File: config.mk
export PLATFORM = sky130hd
export DESIGN_NAME = max_drawdown_tracker
export DESIGN_NICKNAME = d
export VERILOG_FILES = /design/src/design/mdd_pkg.sv /design/src/design/max_drawdown_tracker.sv /design/src/design/mdd_front.sv /design/src/design/mdd_fifo.sv /design/src/design/mdd_back.sv
export SDC_FILE = /design/constraint.sdc
export NUM_CORES = 1
export LEC_CHECK = 0
export ABC_CLOCK_PERIOD_IN_PS = 8100
export BUFFER_PORTS_ARGS = -buffer_cell sky130_fd_sc_hd__buf_4
export CAP_MARGIN = 15
export CORE_MARGIN = 3
export CORE_UTILIZATION = 62
export CTS_CLUSTER_SIZE = 16
export DETAILED_ROUTE_END_ITERATION = 7
export MAX_ROUTING_LAYER = met4
export PLACE_DENSITY = 0.83
export SLEW_MARGIN = 10
export SYNTH_ARGS = -nofsm -noshare
export SYNTH_HDL_FRONTEND = slang
export SYNTH_SLANG_ARGS = --single-unit
File: constraint.sdc
create_clock -name clk -period 8.1 [get_ports clk]
set_clock_uncertainty 0.15 [all_clocks]
set_input_delay 0.405 -clock clk [delete_from_list [all_inputs] [get_ports clk]]
set_output_delay 0.405 -clock clk [all_outputs]
set_load 0.005 [all_outputs]
File: src/design/mdd_pkg.sv
// Max drawdown tracker package: shared widths, defaults and the queue control word.
// Used by mdd_front, mdd_fifo, mdd_back and max_drawdown_tracker.
package mdd_pkg;

	localparam int VALUE_WIDTH_DEF     = 48;
	localparam int DEPTH_FRAC_BITS_DEF = 24;
	localparam int DAY_WIDTH           = 24;
	localparam int DEPTH_WIDTH         = 32;
	localparam int QUEUE_DEPTH         = 2;
	localparam int DIV_STEPS           = DEPTH_WIDTH;
	localparam int STEP_CNT_WIDTH      = $clog2(DIV_STEPS);

	typedef struct packed {
		logic                 first;
		logic                 div_en;
		logic                 below;
		logic [DAY_WIDTH-1:0] days;
	} mdd_ctl_t;

	localparam int CTL_WIDTH = $bits(mdd_ctl_t);

endpackage

File: src/design/max_drawdown_tracker.sv
// Max drawdown tracker: peak/day tracking per equity point, worst depth and duration.
// Top level; instantiates mdd_front, mdd_fifo and mdd_back. Depends on mdd_pkg.
//
// Each accepted point yields one result: the worst drawdown fraction so far in
// unsigned Q8.24 (saturating), the longest drawdown in days with an open one
// counted to the current day, and whether the point lies below the running
// peak. A point below a positive peak that does not saturate takes a load, 32
// steps of the radix-2 restoring divider and a result load in the back end;
// any other point skips the steps. The divider sets the sustained rate. The
// front end accepts points immediately while the two-entry queue has room, so
// up to two points may be taken ahead of the one being divided, and a finished
// result waits in the output register without blocking the next division.
module max_drawdown_tracker #(
	parameter int VALUE_WIDTH     = mdd_pkg::VALUE_WIDTH_DEF,
	parameter int DEPTH_FRAC_BITS = mdd_pkg::DEPTH_FRAC_BITS_DEF
) (
	input  logic                              clk,
	input  logic                              arst_n,
	input  logic                              in_valid,
	output logic                              in_ready,
	input  logic                              first_point,
	input  logic signed [VALUE_WIDTH-1:0]     equity_value,
	input  logic [mdd_pkg::DAY_WIDTH-1:0]     day_number,
	output logic                              out_valid,
	input  logic                              out_ready,
	output logic [mdd_pkg::DEPTH_WIDTH-1:0]   max_depth,
	output logic [mdd_pkg::DAY_WIDTH-1:0]     max_days,
	output logic                              in_drawdown
);

	localparam int EntryWidth = mdd_pkg::CTL_WIDTH + 2 * VALUE_WIDTH;

	logic                      push_valid;
	logic                      push_ready;
	mdd_pkg::mdd_ctl_t         push_ctl;
	logic [VALUE_WIDTH-1:0]    push_diff;
	logic [VALUE_WIDTH-1:0]    push_den;
	logic                      q_valid;
	logic                      q_ready;
	logic [EntryWidth-1:0]     q_data;
	mdd_pkg::mdd_ctl_t         q_ctl;
	logic [VALUE_WIDTH-1:0]    q_diff;
	logic [VALUE_WIDTH-1:0]    q_den;

	assign q_ctl  = q_data[EntryWidth-1 -: mdd_pkg::CTL_WIDTH];
	assign q_diff = q_data[2*VALUE_WIDTH-1 -: VALUE_WIDTH];
	assign q_den  = q_data[VALUE_WIDTH-1:0];

	mdd_front #(
		.VALUE_WIDTH (VALUE_WIDTH)
	) u_front (
		.clk          (clk),
		.arst_n       (arst_n),
		.in_valid     (in_valid),
		.in_ready     (in_ready),
		.first_point  (first_point),
		.equity_value (equity_value),
		.day_number   (day_number),
		.push_valid   (push_valid),
		.push_ready   (push_ready),
		.push_ctl     (push_ctl),
		.push_diff    (push_diff),
		.push_den     (push_den)
	);

	mdd_fifo #(
		.WIDTH (EntryWidth)
	) u_fifo (
		.clk      (clk),
		.arst_n   (arst_n),
		.wr_valid (push_valid),
		.wr_ready (push_ready),
		.wr_data  ({push_ctl, push_diff, push_den}),
		.rd_valid (q_valid),
		.rd_ready (q_ready),
		.rd_data  (q_data)
	);

	mdd_back #(
		.VALUE_WIDTH     (VALUE_WIDTH),
		.DEPTH_FRAC_BITS (DEPTH_FRAC_BITS)
	) u_back (
		.clk         (clk),
		.arst_n      (arst_n),
		.q_valid     (q_valid),
		.q_ready     (q_ready),
		.q_ctl       (q_ctl),
		.q_diff      (q_diff),
		.q_den       (q_den),
		.out_valid   (out_valid),
		.out_ready   (out_ready),
		.max_depth   (max_depth),
		.max_days    (max_days),
		.in_drawdown (in_drawdown)
	);

endmodule

File: src/design/mdd_front.sv
// Front end: accepts equity points, keeps the running peak and day state,
// classifies each beat and pushes it, with its divide operands, into the queue. Depends on mdd_pkg.
module mdd_front #(
	parameter int VALUE_WIDTH = mdd_pkg::VALUE_WIDTH_DEF
) (
	input  logic                                clk,
	input  logic                                arst_n,
	input  logic                                in_valid,
	output logic                                in_ready,
	input  logic                                first_point,
	input  logic signed [VALUE_WIDTH-1:0]       equity_value,
	input  logic [mdd_pkg::DAY_WIDTH-1:0]       day_number,
	output logic                                push_valid,
	input  logic                                push_ready,
	output mdd_pkg::mdd_ctl_t                   push_ctl,
	output logic [VALUE_WIDTH-1:0]              push_diff,
	output logic [VALUE_WIDTH-1:0]              push_den
);

	logic signed [VALUE_WIDTH-1:0]        peak_q;
	logic [mdd_pkg::DAY_WIDTH-1:0]        peak_day_q;
	logic                                 below_q;
	logic [mdd_pkg::DAY_WIDTH-1:0]        worst_days_q;

	logic                                 accept;
	logic                                 lt;
	logic                                 peak_pos;
	logic [mdd_pkg::DAY_WIDTH-1:0]        span;
	logic [mdd_pkg::DAY_WIDTH-1:0]        span_max;

	assign in_ready   = push_ready;
	assign push_valid = in_valid;
	assign accept     = in_valid && push_ready;

	always_comb begin
		lt       = equity_value < peak_q;
		peak_pos = !peak_q[VALUE_WIDTH-1] && (|peak_q);
		span     = (day_number >= peak_day_q) ? (day_number - peak_day_q) : '0;
		span_max = (span > worst_days_q) ? span : worst_days_q;

		push_ctl.first  = first_point;
		push_ctl.below  = !first_point && lt;
		push_ctl.div_en = !first_point && lt && peak_pos;
		if (first_point) begin
			push_ctl.days = '0;
		end else if (below_q || lt) begin
			push_ctl.days = span_max;
		end else begin
			push_ctl.days = worst_days_q;
		end
		push_diff = VALUE_WIDTH'(peak_q - equity_value);
		push_den  = peak_q;
	end

	always_ff @(posedge clk or negedge arst_n) begin
		if (!arst_n) begin
			peak_q       <= '0;
			peak_day_q   <= '0;
			below_q      <= 1'b0;
			worst_days_q <= '0;
		end else if (accept) begin
			if (first_point) begin
				peak_q       <= equity_value;
				peak_day_q   <= day_number;
				below_q      <= 1'b0;
				worst_days_q <= '0;
			end else if (!lt) begin
				if (below_q) begin
					worst_days_q <= span_max;
				end
				below_q    <= 1'b0;
				peak_q     <= equity_value;
				peak_day_q <= day_number;
			end else begin
				below_q <= 1'b1;
			end
		end
	end

endmodule

File: src/design/mdd_fifo.sv
// Two-entry queue between the front end and the divider back end.
// Depends on mdd_pkg.
module mdd_fifo #(
	parameter int WIDTH = mdd_pkg::CTL_WIDTH
) (
	input  logic             clk,
	input  logic             arst_n,
	input  logic             wr_valid,
	output logic             wr_ready,
	input  logic [WIDTH-1:0] wr_data,
	output logic             rd_valid,
	input  logic             rd_ready,
	output logic [WIDTH-1:0] rd_data
);

	localparam int PtrWidth = (mdd_pkg::QUEUE_DEPTH > 1) ? $clog2(mdd_pkg::QUEUE_DEPTH) : 1;
	localparam int CntWidth = $clog2(mdd_pkg::QUEUE_DEPTH + 1);

	logic [WIDTH-1:0]    mem_q [mdd_pkg::QUEUE_DEPTH];
	logic [PtrWidth-1:0] wr_ptr_q;
	logic [PtrWidth-1:0] rd_ptr_q;
	logic [CntWidth-1:0] count_q;
	logic                push;
	logic                pop;

	assign wr_ready = count_q != CntWidth'(mdd_pkg::QUEUE_DEPTH);
	assign rd_valid = count_q != '0;
	assign rd_data  = mem_q[rd_ptr_q];
	assign push     = wr_valid && wr_ready;
	assign pop      = rd_valid && rd_ready;

	always_ff @(posedge clk or negedge arst_n) begin
		if (!arst_n) begin
			wr_ptr_q <= '0;
			rd_ptr_q <= '0;
			count_q  <= '0;
		end else begin
			if (push) begin
				wr_ptr_q <= (wr_ptr_q == PtrWidth'(mdd_pkg::QUEUE_DEPTH - 1)) ?
					'0 : wr_ptr_q + 1'b1;
			end
			if (pop) begin
				rd_ptr_q <= (rd_ptr_q == PtrWidth'(mdd_pkg::QUEUE_DEPTH - 1)) ?
					'0 : rd_ptr_q + 1'b1;
			end
			if (push && !pop) begin
				count_q <= count_q + 1'b1;
			end else if (pop && !push) begin
				count_q <= count_q - 1'b1;
			end
		end
	end

	always_ff @(posedge clk) begin
		if (push) begin
			mem_q[wr_ptr_q] <= wr_data;
		end
	end

endmodule

File: src/design/mdd_back.sv
// Back end: radix-2 restoring divider for the drawdown fraction, worst-depth
// update and the output register. Depends on mdd_pkg.
module mdd_back #(
	parameter int VALUE_WIDTH     = mdd_pkg::VALUE_WIDTH_DEF,
	parameter int DEPTH_FRAC_BITS = mdd_pkg::DEPTH_FRAC_BITS_DEF
) (
	input  logic                              clk,
	input  logic                              arst_n,
	input  logic                              q_valid,
	output logic                              q_ready,
	input  mdd_pkg::mdd_ctl_t                 q_ctl,
	input  logic [VALUE_WIDTH-1:0]            q_diff,
	input  logic [VALUE_WIDTH-1:0]            q_den,
	output logic                              out_valid,
	input  logic                              out_ready,
	output logic [mdd_pkg::DEPTH_WIDTH-1:0]   max_depth,
	output logic [mdd_pkg::DAY_WIDTH-1:0]     max_days,
	output logic                              in_drawdown
);

	localparam int DW = VALUE_WIDTH + mdd_pkg::DEPTH_WIDTH;
	localparam int QW = mdd_pkg::DEPTH_WIDTH;

	typedef enum logic [1:0] {
		S_IDLE,
		S_DIV,
		S_DONE
	} state_t;

	state_t                                state_q;
	mdd_pkg::mdd_ctl_t                     ctl_q;
	logic [VALUE_WIDTH-1:0]                den_q;
	logic [VALUE_WIDTH-1:0]                rem_q;
	logic [QW-1:0]                         low_q;
	logic [mdd_pkg::STEP_CNT_WIDTH-1:0]    cnt_q;
	logic [QW-1:0]                         worst_q;
	logic [QW-1:0]                         depth_q;
	logic [mdd_pkg::DAY_WIDTH-1:0]         days_q;
	logic                                  dd_q;
	logic                                  out_valid_q;

	logic                                  pop;
	logic                                  load;
	logic [DW-1:0]                         dividend;
	logic [VALUE_WIDTH-1:0]                r_init;
	logic                                  sat;
	logic [VALUE_WIDTH:0]                  r2;
	logic [VALUE_WIDTH:0]                  r_sub;
	logic                                  step_bit;
	logic [VALUE_WIDTH-1:0]                step_rem;
	logic [QW-1:0]                         new_worst;

	assign q_ready     = state_q == S_IDLE;
	assign pop         = q_valid && q_ready;
	assign load        = (state_q == S_DONE) && (!out_valid_q || out_ready);
	assign out_valid   = out_valid_q;
	assign max_depth   = depth_q;
	assign max_days    = days_q;
	assign in_drawdown = dd_q;

	always_comb begin
		dividend = {{QW{1'b0}}, q_diff} << DEPTH_FRAC_BITS;
		r_init   = dividend[DW-1:QW];
		sat      = r_init >= q_den;
		r2       = {rem_q, low_q[QW-1]};
		r_sub    = r2 - {1'b0, den_q};
		step_bit = r2 >= {1'b0, den_q};
		step_rem = step_bit ? r_sub[VALUE_WIDTH-1:0] : r2[VALUE_WIDTH-1:0];
		if (ctl_q.first) begin
			new_worst = '0;
		end else if (ctl_q.div_en && (low_q > worst_q)) begin
			new_worst = low_q;
		end else begin
			new_worst = worst_q;
		end
	end

	always_ff @(posedge clk or negedge arst_n) begin
		if (!arst_n) begin
			state_q     <= S_IDLE;
			ctl_q       <= '0;
			den_q       <= '0;
			rem_q       <= '0;
			low_q       <= '0;
			cnt_q       <= '0;
			worst_q     <= '0;
			depth_q     <= '0;
			days_q      <= '0;
			dd_q        <= 1'b0;
			out_valid_q <= 1'b0;
		end else begin
			if (out_valid_q && out_ready && !load) begin
				out_valid_q <= 1'b0;
			end
			case (state_q)
				S_IDLE: begin
					if (pop) begin
						ctl_q <= q_ctl;
						den_q <= q_den;
						rem_q <= r_init;
						cnt_q <= '1;
						if (q_ctl.div_en && sat) begin
							low_q <= '1;
						end else begin
							low_q <= dividend[QW-1:0];
						end
						if (q_ctl.div_en && !sat) begin
							state_q <= S_DIV;
						end else begin
							state_q <= S_DONE;
						end
					end
				end
				S_DIV: begin
					rem_q <= step_rem;
					low_q <= {low_q[QW-2:0], step_bit};
					cnt_q <= cnt_q - 1'b1;
					if (cnt_q == '0) begin
						state_q <= S_DONE;
					end
				end
				S_DONE: begin
					if (load) begin
						worst_q     <= new_worst;
						depth_q     <= new_worst;
						days_q      <= ctl_q.days;
						dd_q        <= ctl_q.below;
						out_valid_q <= 1'b1;
						state_q     <= S_IDLE;
					end
				end
				default: begin
					state_q <= S_IDLE;
				end
			endcase
		end
	end

`ifndef SYNTHESIS
	a_div_ends: assert property (@(posedge clk) disable iff (!arst_n)
		(state_q == S_DIV && cnt_q == '0) |=> state_q == S_DONE)
		else $error("divider did not finish after last step");

	a_load_shows: assert property (@(posedge clk) disable iff (!arst_n)
		load |=> out_valid_q)
		else $error("result load did not raise out_valid");

	a_depth_grows: assert property (@(posedge clk) disable iff (!arst_n)
		(load && !ctl_q.first) |=> depth_q >= $past(worst_q))
		else $error("worst depth decreased without a new series");

	a_no_div_skip: assert property (@(posedge clk) disable iff (!arst_n)
		(pop && !q_ctl.div_en) |=> state_q == S_DONE)
		else $error("beat without divide entered the divider");
`endif

endmodule

==> metrics.csv <==
metric,value,unit
dr.pass1.iters,5,
r2r_setup_slack,1670,ps
drc,0,
r2r-start,u_front.peak_day_q[0],
gp_routability_congestion,0.941,
drive_above_1_share,13.0,%
hold_violations,0,
synth.distinct_cells,101,
critPathKind,in -> reg,
clk_pin_slew,60,ps
drt_iter0_drc,2506,
antenna_found_initial,1,
initial_core_util,62.9,%
vias,25300,
pin_count,136,
start_kind,primary input,
end_kind,flop,
min_path_cells,1,
drt_wl_total,85.9,mm
gr-total-overflow,0,
synth_warnings,0,
status,"finished, final reports clean",
syn_avg_cell_area,10.4,µm²
worstHoldPathType,in -> reg,
cts_setup_buffers,0,
netlist_area,0.0324,mm²
area_growth,12.9,%
cap_violations,0,
dieHeight,235,µm
cts_tree,built,
die_w,235,µm
grt_max_degree,143,
cts_made_buffers,58,
fillers,3614,
min_from,first_point,
crit_fanout,26,
synth_seq_area_share,47.6,%
seqCellArea,0.0154,mm²
fin_tns_setup,0,ps
setup_viol,0,
synth.net_count,3409,
yosys.area.top_type,dfrtp_1,
synth_edf_count,246,
ant_nets,0,
worst_pin_slew,1230,ps
hpwl,60.1,mm
cts_htree_levels,2,
grt_pass1_vias,24800,
synth-seq-cells,567,
vias_per_cell,6.35,
nNetsFinal,3550,
critPathRequiredTime,8420,ps
multi_input_area,0.0155,mm²
worstSkewPairLatency,640,ps
synth_top_area_share,24.8,%
worstPathArrival,6870,ps
gr-usage-all-layers,31.2,%
row_count,83,
async_flop_share,56.6,%
rr_worst_depth,19,
worstHoldEndpoint,u_fifo.mem_q[0][122],
slew_violations,0,
rsz0062_at_grt,no,
fin_crit,6550,ps
synth_area_leaders,"dfrtp_1, edfxtp_1, ha_1",
clockBufferDepth,3,
final_common_cell,dfrtp_1,
r2r_end,u_fifo.mem_q[1][97],
port_buffers,135,
final_cell_mix,"dfrtp_1, a21oi_1, nor2_1, edfxtp_1, inv_1",
syn_inst,3110,
die-area,0.0551,mm²
finalCritPeriodShare,80.9,%
grt_pass1_wl,135,mm
clock.fmax,0.153,GHz
wl_per_cell,21.6,µm
synth_ff_type,dfrtp_1,
core_area,0.0515,mm²
cts_sinks,567,
slew_headroom,18.3,%
root_buffer,clkbuf_16,
-- repair_timing --
| item | 4_1_cts | 5_1_grt |
|---|---|---|
| gates resized for setup | 0 | 0 |
| hold buffers | 74 | 0 |
| endpoints found under the hold margin | 180 | 0 |
-- worst max path at each step --
stage / depth (start not counted) / to / from
floorplan: 3 / u_fifo.mem_q[0][0] / u_fifo.count_q[0]
global placement: 21 / u_fifo.mem_q[0][97] / day_number[0]
detailed placement: 21 / u_fifo.mem_q[0][97] / day_number[0]
CTS: 22 / u_fifo.mem_q[1][97] / day_number[0]
global route: 22 / u_fifo.mem_q[1][97] / day_number[0]
finish: 22 / u_fifo.mem_q[1][97] / day_number[0]
-- per-layer routing --
metal,vias up,GRT usage (%),routed length [µm]
met2,1104,46.9,38400
met5,-,-,0
met3,160,6.19,7210
met1,12400,43.7,38000
met4,0,8.35,2310
li1,11700,-,-
-- flip-flops by register name, indices dropped and copies added (netlist names) --
name and count:
u_back.low_q 32, u_fifo.mem_q 246, u_fifo.wr_ptr_q 1, u_back.state_q 2, u_back.rem_q 48, u_back.ctl_q 27, u_back.max_days 24, u_back.cnt_q 5
u_back.in_drawdown 1, u_back.max_depth 32, u_front.below_q 1, u_back.den_q 48, u_fifo.count_q 2, u_back.out_valid 1, u_fifo.rd_ptr_q 1, u_front.worst_days_q 24
u_front.push_den 48, u_front.peak_day_q 24
-- stage by stage --
step           utilization [%]  std cells  cell area (µm²)  hold slack, ps  setup slack [ps]
5_1_grt                   71.1       3983            36600            78.4              1170
4_1_cts                   70.9       3978            36500            55.7              1640
2_1_floorplan                -       3110            32400           -40.6              1480
3_5_place_dp              65.7       3794            33800             320              1520
6_report                  71.1       3983            36600            88.7              1550
3_3_place_gp              65.6       3792            33800             315              1680
-- final cells by class --
class	count	share of cell area (%)
clock buffer	72	4.19
clock inverter	38	1.16
antenna	2	0.0137
inverter	223	2.29
multi-input combinational	2169	42.4
tap	680	2.32
sequential	567	42.1
timing repair buffer	232	5.51
-- worst max-delay path: stages --
cell	delay (ps)
dlygate4sd3_1	540
buf_4	140
inv_1	50
ha_1	160
inv_1	60
fa_1	430
a21o_1	190
a21oi_1	310
a211o_1	190
a211oi_1	100
o32ai_2	590
buf_4	320
inv_1	140
and2_1	170
ha_1	260
nand4_1	160
nor4_1	430
o31a_1	200
o31a_1	940
o211ai_2	500
or2_2	430
a21oi_1	160
-- cell families after synthesis --
kind of cell / share of synthesized area, %
AOI/OAI and AO/OA: 16.9
and+or+nand+nor: 11.5
DFF: 47.6
buffers and inverters: 4.72
muxes: 7.89
adders and majority gates: 8.64
xor gates and xnor gates: 2.81
-- cell usage after synthesis (15+ instances only) --
| cell | n |
|---|---|
| a31oi_1 | 30 |
| o211ai_1 | 19 |
| o21ai_0 | 157 |
| o21bai_1 | 15 |
| a211oi_1 | 27 |
| a21o_1 | 89 |
| nor2b_1 | 20 |
| mux2i_1 | 98 |
| xnor2_1 | 62 |
| nand2_1 | 168 |
| dfrtp_1 | 321 |
| o21a_1 | 22 |
| a221o_1 | 18 |
| nand4_1 | 60 |
| or3_1 | 18 |
| nand2b_1 | 24 |
| a22o_1 | 40 |
| nor2_1 | 274 |
| xor2_1 | 42 |
| a21oi_1 | 276 |
| buf_2 | 32 |
| nor3b_1 | 15 |
| nor3_1 | 78 |
| clkbuf_1 | 92 |
| a22oi_1 | 16 |
| ha_1 | 219 |
| mux2_4 | 42 |
| edfxtp_1 | 246 |
| mux2_2 | 84 |
| inv_1 | 222 |
| nand3_1 | 33 |
| nor4_1 | 27 |
Power is not shown: default switching activity piles up to over one toggle a cycle in this logic, so the estimate is an artifact.
